File: config.mk
export PLATFORM = sky130hd
export DESIGN_NAME = tae_ctrl
export DESIGN_NICKNAME = d
export VERILOG_FILES = /design/src/rtl/tae_pkg.sv /design/src/rtl/tae_ctrl.sv
export SDC_FILE = /design/constraint.sdc
export NUM_CORES = 1
export LEC_CHECK = 0
export ABC_CLOCK_PERIOD_IN_PS = 1400
export BUFFER_PORTS_ARGS = -buffer_cell sky130_fd_sc_hd__buf_2
export CORE_AREA = 3 3 40 42
export CTS_BUF_LIST = sky130_fd_sc_hd__clkbuf_4
export DETAILED_ROUTE_END_ITERATION = 12
export DIE_AREA = 0 0 43 45
export HOLD_SLACK_MARGIN = 0.15
export SLEW_MARGIN = 20
export SYNTH_ARGS = -nofsm -noshare
export SYNTH_HDL_FRONTEND = slang
export SYNTH_SLANG_ARGS = --single-unit
File: constraint.sdc
create_clock -name clk_i -period 1.4 [get_ports clk_i]
set_input_delay 0.07 -clock clk_i [delete_from_list [all_inputs] [get_ports clk_i]]
set_output_delay 0.07 -clock clk_i [all_outputs]
set_load 0.05 [all_outputs]
File: src/rtl/tae_pkg.sv
package tae_pkg;

  localparam int unsigned MaxTri = 4096;
  localparam int unsigned IdxW   = $clog2(MaxTri);
  localparam int unsigned CntW   = IdxW + 1;
  localparam int unsigned VtxW   = 16;
  localparam int unsigned GrpW   = 8;
  localparam int unsigned NbrW   = 16;
  localparam int unsigned UnmW   = 14;
  localparam int unsigned FlgW   = 3;

  localparam logic [NbrW-1:0] NoNbr = '1;

  localparam int unsigned FlagDeg = 0;
  localparam int unsigned FlagCor = 1;
  localparam int unsigned FlagCon = 2;

  typedef enum logic [1:0] {
    OpLoad    = 2'd0,
    OpCompute = 2'd1,
    OpRead    = 2'd2,
    OpClear   = 2'd3
  } op_e;

  typedef struct packed {
    logic load_tri;
    logic clear;
    logic start_compute;
    logic read_start;
    logic row_start;
    logic row_latch;
    logic issue;
    logic row_end;
    logic out_load;
    logic out_sel_read;
  } tae_cmd_t;

  typedef struct packed {
    logic cnt_zero;
    logic i_last;
    logic j_more;
    logic out_free;
  } tae_sts_t;

  function automatic logic is_degen(logic [VtxW-1:0] a, logic [VtxW-1:0] b,
                                    logic [VtxW-1:0] c);
    return (a == b) || (b == c) || (c == a);
  endfunction

endpackage

File: src/rtl/tae_ctrl.sv
module tae_ctrl (
  input  logic              clk_i,
  input  logic              rst_ni,
  input  logic              in_valid_i,
  input  logic [1:0]        operation_i,
  output logic              in_ready_o,
  input  tae_pkg::tae_sts_t sts_i,
  output tae_pkg::tae_cmd_t cmd_o
);
  import tae_pkg::*;

  typedef enum logic [2:0] {
    SIdle,
    SReadWait,
    SReadOut,
    SRowStart,
    SRowLatch,
    SScan,
    SRowEnd,
    SDone
  } state_e;

  state_e state_q, state_d;

  always_comb begin
    state_d    = state_q;
    cmd_o      = '0;
    in_ready_o = (state_q == SIdle);
    case (state_q)
      SIdle: begin
        if (in_valid_i) begin
          case (op_e'(operation_i))
            OpLoad: cmd_o.load_tri = 1'b1;
            OpClear: cmd_o.clear = 1'b1;
            OpCompute: begin
              cmd_o.start_compute = 1'b1;
              state_d = sts_i.cnt_zero ? SDone : SRowStart;
            end
            OpRead: begin
              cmd_o.read_start = 1'b1;
              state_d = SReadWait;
            end
            default: state_d = SIdle;
          endcase
        end
      end
      SReadWait: state_d = SReadOut;
      SReadOut: begin
        if (sts_i.out_free) begin
          cmd_o.out_load     = 1'b1;
          cmd_o.out_sel_read = 1'b1;
          state_d            = SIdle;
        end
      end
      SRowStart: begin
        cmd_o.row_start = 1'b1;
        state_d         = SRowLatch;
      end
      SRowLatch: begin
        cmd_o.row_latch = 1'b1;
        cmd_o.issue     = 1'b1;
        state_d         = SScan;
      end
      SScan: begin
        if (sts_i.j_more) begin
          cmd_o.issue = 1'b1;
        end else begin
          state_d = SRowEnd;
        end
      end
      SRowEnd: begin
        cmd_o.row_end = 1'b1;
        state_d       = sts_i.i_last ? SDone : SRowStart;
      end
      SDone: begin
        if (sts_i.out_free) begin
          cmd_o.out_load = 1'b1;
          state_d        = SIdle;
        end
      end
      default: state_d = SIdle;
    endcase
  end

  always_ff @(posedge clk_i or negedge rst_ni) begin
    if (!rst_ni) begin
      state_q <= SIdle;
    end else begin
      state_q <= state_d;
    end
  end

endmodule

==> load_flow_metrics.sql <==
INSERT INTO impl_metrics (metric_group, metric, value, unit) VALUES
('status', 'outcome', 'finished with violations', ''),
('status', 'violations', 'negative setup slack', ''),
('synthesis', 'synth.area.mux_share', '0', '%'),
('global_routing', 'grt_start_max_net_pins', '14', ''),
('hold_path', 'hold_path_class', 'input port to register', ''),
('clock_tree', 'cts_tree', 'yes', ''),
('clock_tree', 'cts.reportedPaths.clkPinSlew', '0.04', 'ns'),
('clock_tree', 'clk-insertion-delay-late', '0.23', 'ns'),
('timing', 'tightestPinTransition', '0.250', 'ns'),
('finish', 'flow.area_growth_from_synthesis', '73.0', '%'),
('finish', 'finalNetCount', '78', ''),
('setup_path', 'worst_path_slowest_cell', 'dfrtp_1', ''),
('timing', 'rsz0062_at_grt', 'true', ''),
('power_and_ir_drop', 'p_total', '1.31', 'mW'),
('finish', 'largestRegisters', 'state_q x3', ''),
('drt', 'vias', '378', ''),
('floorplanning', 'num_rows', '13', ''),
('global_routing', 'grt_usage', '8.78', '%'),
('setup_path', 'critical_path.endpoint_type', 'output pin', ''),
('setup_path', 'crit-reg2reg-launch', 'state_q[0]$_DFFE_PN0P_', ''),
('synthesis', 'main_combinational_cell_family_by_area_after_synthesis', 'simple AND/OR/NAND/NOR gates', ''),
('setup_path', 'worstSetupPathType', 'register to output pin', ''),
('finish', 'registers.top_by_ff_count', 'state_q', ''),
('power_and_ir_drop', 'power_density', '2210', 'mW/mm²'),
('timing', 'timing.fmax', '709', 'MHz'),
('synthesis', 'post_synth_xor_area_fraction', '5.11', '%'),
('synthesis', 'portion_of_the_post_synthesis_area_used_by_sequential_elements', '21.9', '%'),
('floorplanning', 'core', '0.00128', 'mm²'),
('timing', 'timing.final.hold_violations', '0', ''),
('synthesis', 'synth_cells', '40', ''),
('timing', 'layout_worst_path_cycle_share', '101', '%'),
('place', 'post_dp_cell_area', '472', 'µm²'),
('timing', 'setup_total_negative_slack', '-0.00978', 'ns'),
('floorplanning', 'dieArea', '0.00194', 'mm²'),
('power_and_ir_drop', 'leakagePower', '0.290', 'nW'),
('setup_path', 'chain_of_cells_forming_the_critical_path', 'nor3_4 > nand2_2 > nor3b_4 > buf_6', ''),
('finish', 'largest_register_ffs', '3', ''),
('drt', 'drt_first_pass_iters', '4', ''),
('drt', 'post_drt_via_cell_ratio', '4.55', ''),
('drt', 'drtIter0Drc', '7', ''),
('clock_tree', 'cts_htree_levels', '1', ''),
('synthesis', 'synthesis.area_per_instance', '8.57', 'µm²'),
('finish', 'antennaDiodeCount', '0', ''),
('setup_path', 'crit_path_start_kind', 'register', ''),
('synthesis', 'compound_gate_fraction_of_synth_area', '20.8', '%'),
('timing', 'finalCriticalPeriod', '1.41', 'ns'),
('flow_run', 'max_cap_violations', '0', ''),
('setup_path', 'critical_path_required', '1.33', 'ns'),
('setup_path', 'worst_path_largest_cell_delay', '0.39', 'ns'),
('timing', 'timing.final.setup_violations', '1', ''),
('global_routing', 'grt_overflow', '0', ''),
('finish', 'layout.cell_area.non_filler', '593', 'µm²'),
('drt', 'postRouteAntennaNets', '0', ''),
('finish', 'layout_common_cells', '9 x buf_2, 7 x clkbuf_4, 7 x buf_4', ''),
('timing', 'skew', '0.00218', 'ns'),
('timing', 'final_critical_path_setup_slack', '-0.00978', 'ns'),
('synthesis', 'simple_gate_fraction_of_synth_area', '40.5', '%'),
('floorplanning', 'initial_core_util', '26.7', '%'),
('place', 'place_hpwl', '621', 'µm'),
('floorplanning', 'die_wd', '43', 'µm'),
('hold_path', 'start_point_of_the_worst_min_delay_path', 'sts_i[0]', ''),
('drt', 'drt_wl_total', '814', 'µm'),
('synthesis', 'netlist_area', '343', 'µm²'),
('global_routing', 'antenna_found_initial', '0', ''),
('timing', 'relSlewSlack', '83.3', '%'),
('synthesis', 'number_of_warnings_printed_during_yosys_synthesis', '0', ''),
('finish', 'num-fill-cells', '130', ''),
('finish', 'finalCoreUtilization', '46.2', '%'),
('floorplanning', 'boundaryPins', '20', ''),
('floorplanning', 'die_h', '45', 'µm'),
('synthesis', 'synthDistinctLibCells', '25', '');
[through the flow]
| step | hold WS, ns | setup slack, ns | instances |
|---|---|---|---|
| 2_1_floorplan | -0.226 | -0.396 | 40 |
| 3_3_place_gp | -0.131 | 0.156 | 74 |
| 6_report | 0.184 | -0.00978 | 83 |
| 5_1_grt | 0.205 | -0.0600 | 83 |
| 4_1_cts | 0.176 | -0.0296 | 82 |
| 3_5_place_dp | -0.132 | 0.124 | 74 |
[critical path, delay by kind of cell, from the launching register on]
family,cells,cell delay [ns]
and+or+nand+nor,3,0.54
buffers and inverters,1,0.18
DFF,1,0.39
[where the power goes]
part | internal [mW] | total [mW] | switching [mW]
sequential | 0.135 | 0.196 | 0.0613
combinational | 0.363 | 0.946 | 0.584
clock | 0.126 | 0.169 | 0.0433
[layout make-up]
cell class / instances / area [µm²] / area share, %
Multi-Input combinational cell: 33 / 256 / 43.2
Timing Repair Buffer: 27 / 208 / 35.0
Sequential cell: 3 / 76.3 / 12.9
Clock buffer: 4 / 30.0 / 5.06
Tap cell: 15 / 18.8 / 3.16
Inverter: 1 / 3.75 / 0.633
[final timing paths]
path | end | cells after the start | slack (ns)
setup / recovery | cmd_o[6] | 4 | -0.01
hold / removal | state_q[1]$_DFFE_PN0P_ | 4 | 0.18
setup reg to reg | state_q[0]$_DFFE_PN0P_ | 4 | 0.23
hold reg to reg | state_q[1]$_DFFE_PN0P_ | 1 | 0.57
max in group asynchronous | state_q[2]$_DFFE_PN0P_ | 4 | 0.42
min in group asynchronous | state_q[0]$_DFFE_PN0P_ | 3 | 0.70
[logic make-up after synthesis]
family / Yosys count
buffers and inverters: 4
DFF: 3
xor gates and xnor gates: 2
AOI/OAI and AO/OA: 9
and+or+nand+nor: 22
[routing by layer]
metal / vias to the layer above / track usage (%) / wire, µm
met3: 0 / 2.79 / 34
li1: 196 / - / -
met2: 7 / 13.2 / 437
met1: 175 / 10.2 / 341
met5: - / 0 / 0
met4: 0 / 7.23 / 0
[Yosys cell counts (all sizes together)]
cell    n  area [µm²]
nand2   5        21.3
dfrtp   3        75.1
and3    2        13.8
nor3b   3        27.5
o31ai   1        12.5
and2b   1        8.76
nand2b  1        6.26
inv     1        3.75
a21oi   3        15.0
nor2b   1        6.26
a32o    1        10.0
a21boi  1        11.3
clkbuf  1        13.8
buf     2        22.5
o21ai   2        10.0
xor2    2        17.5
nor2    5        18.8
nor3    3        26.3
o211ai  1        12.5
and3b   1        10.0
[repair_timing]
item                                    in CTS  in global routing
buffers inserted                             0                  1
cloned                                       0                  0
pin swaps                                    1                  0
gates resized for setup                      8                 10
endpoints found under the hold margin        4                  0
endpoints found under the setup margin       8                 11
hold buffers                                 4                  0
No activity file was read; power rests on OpenSTA's default activity.
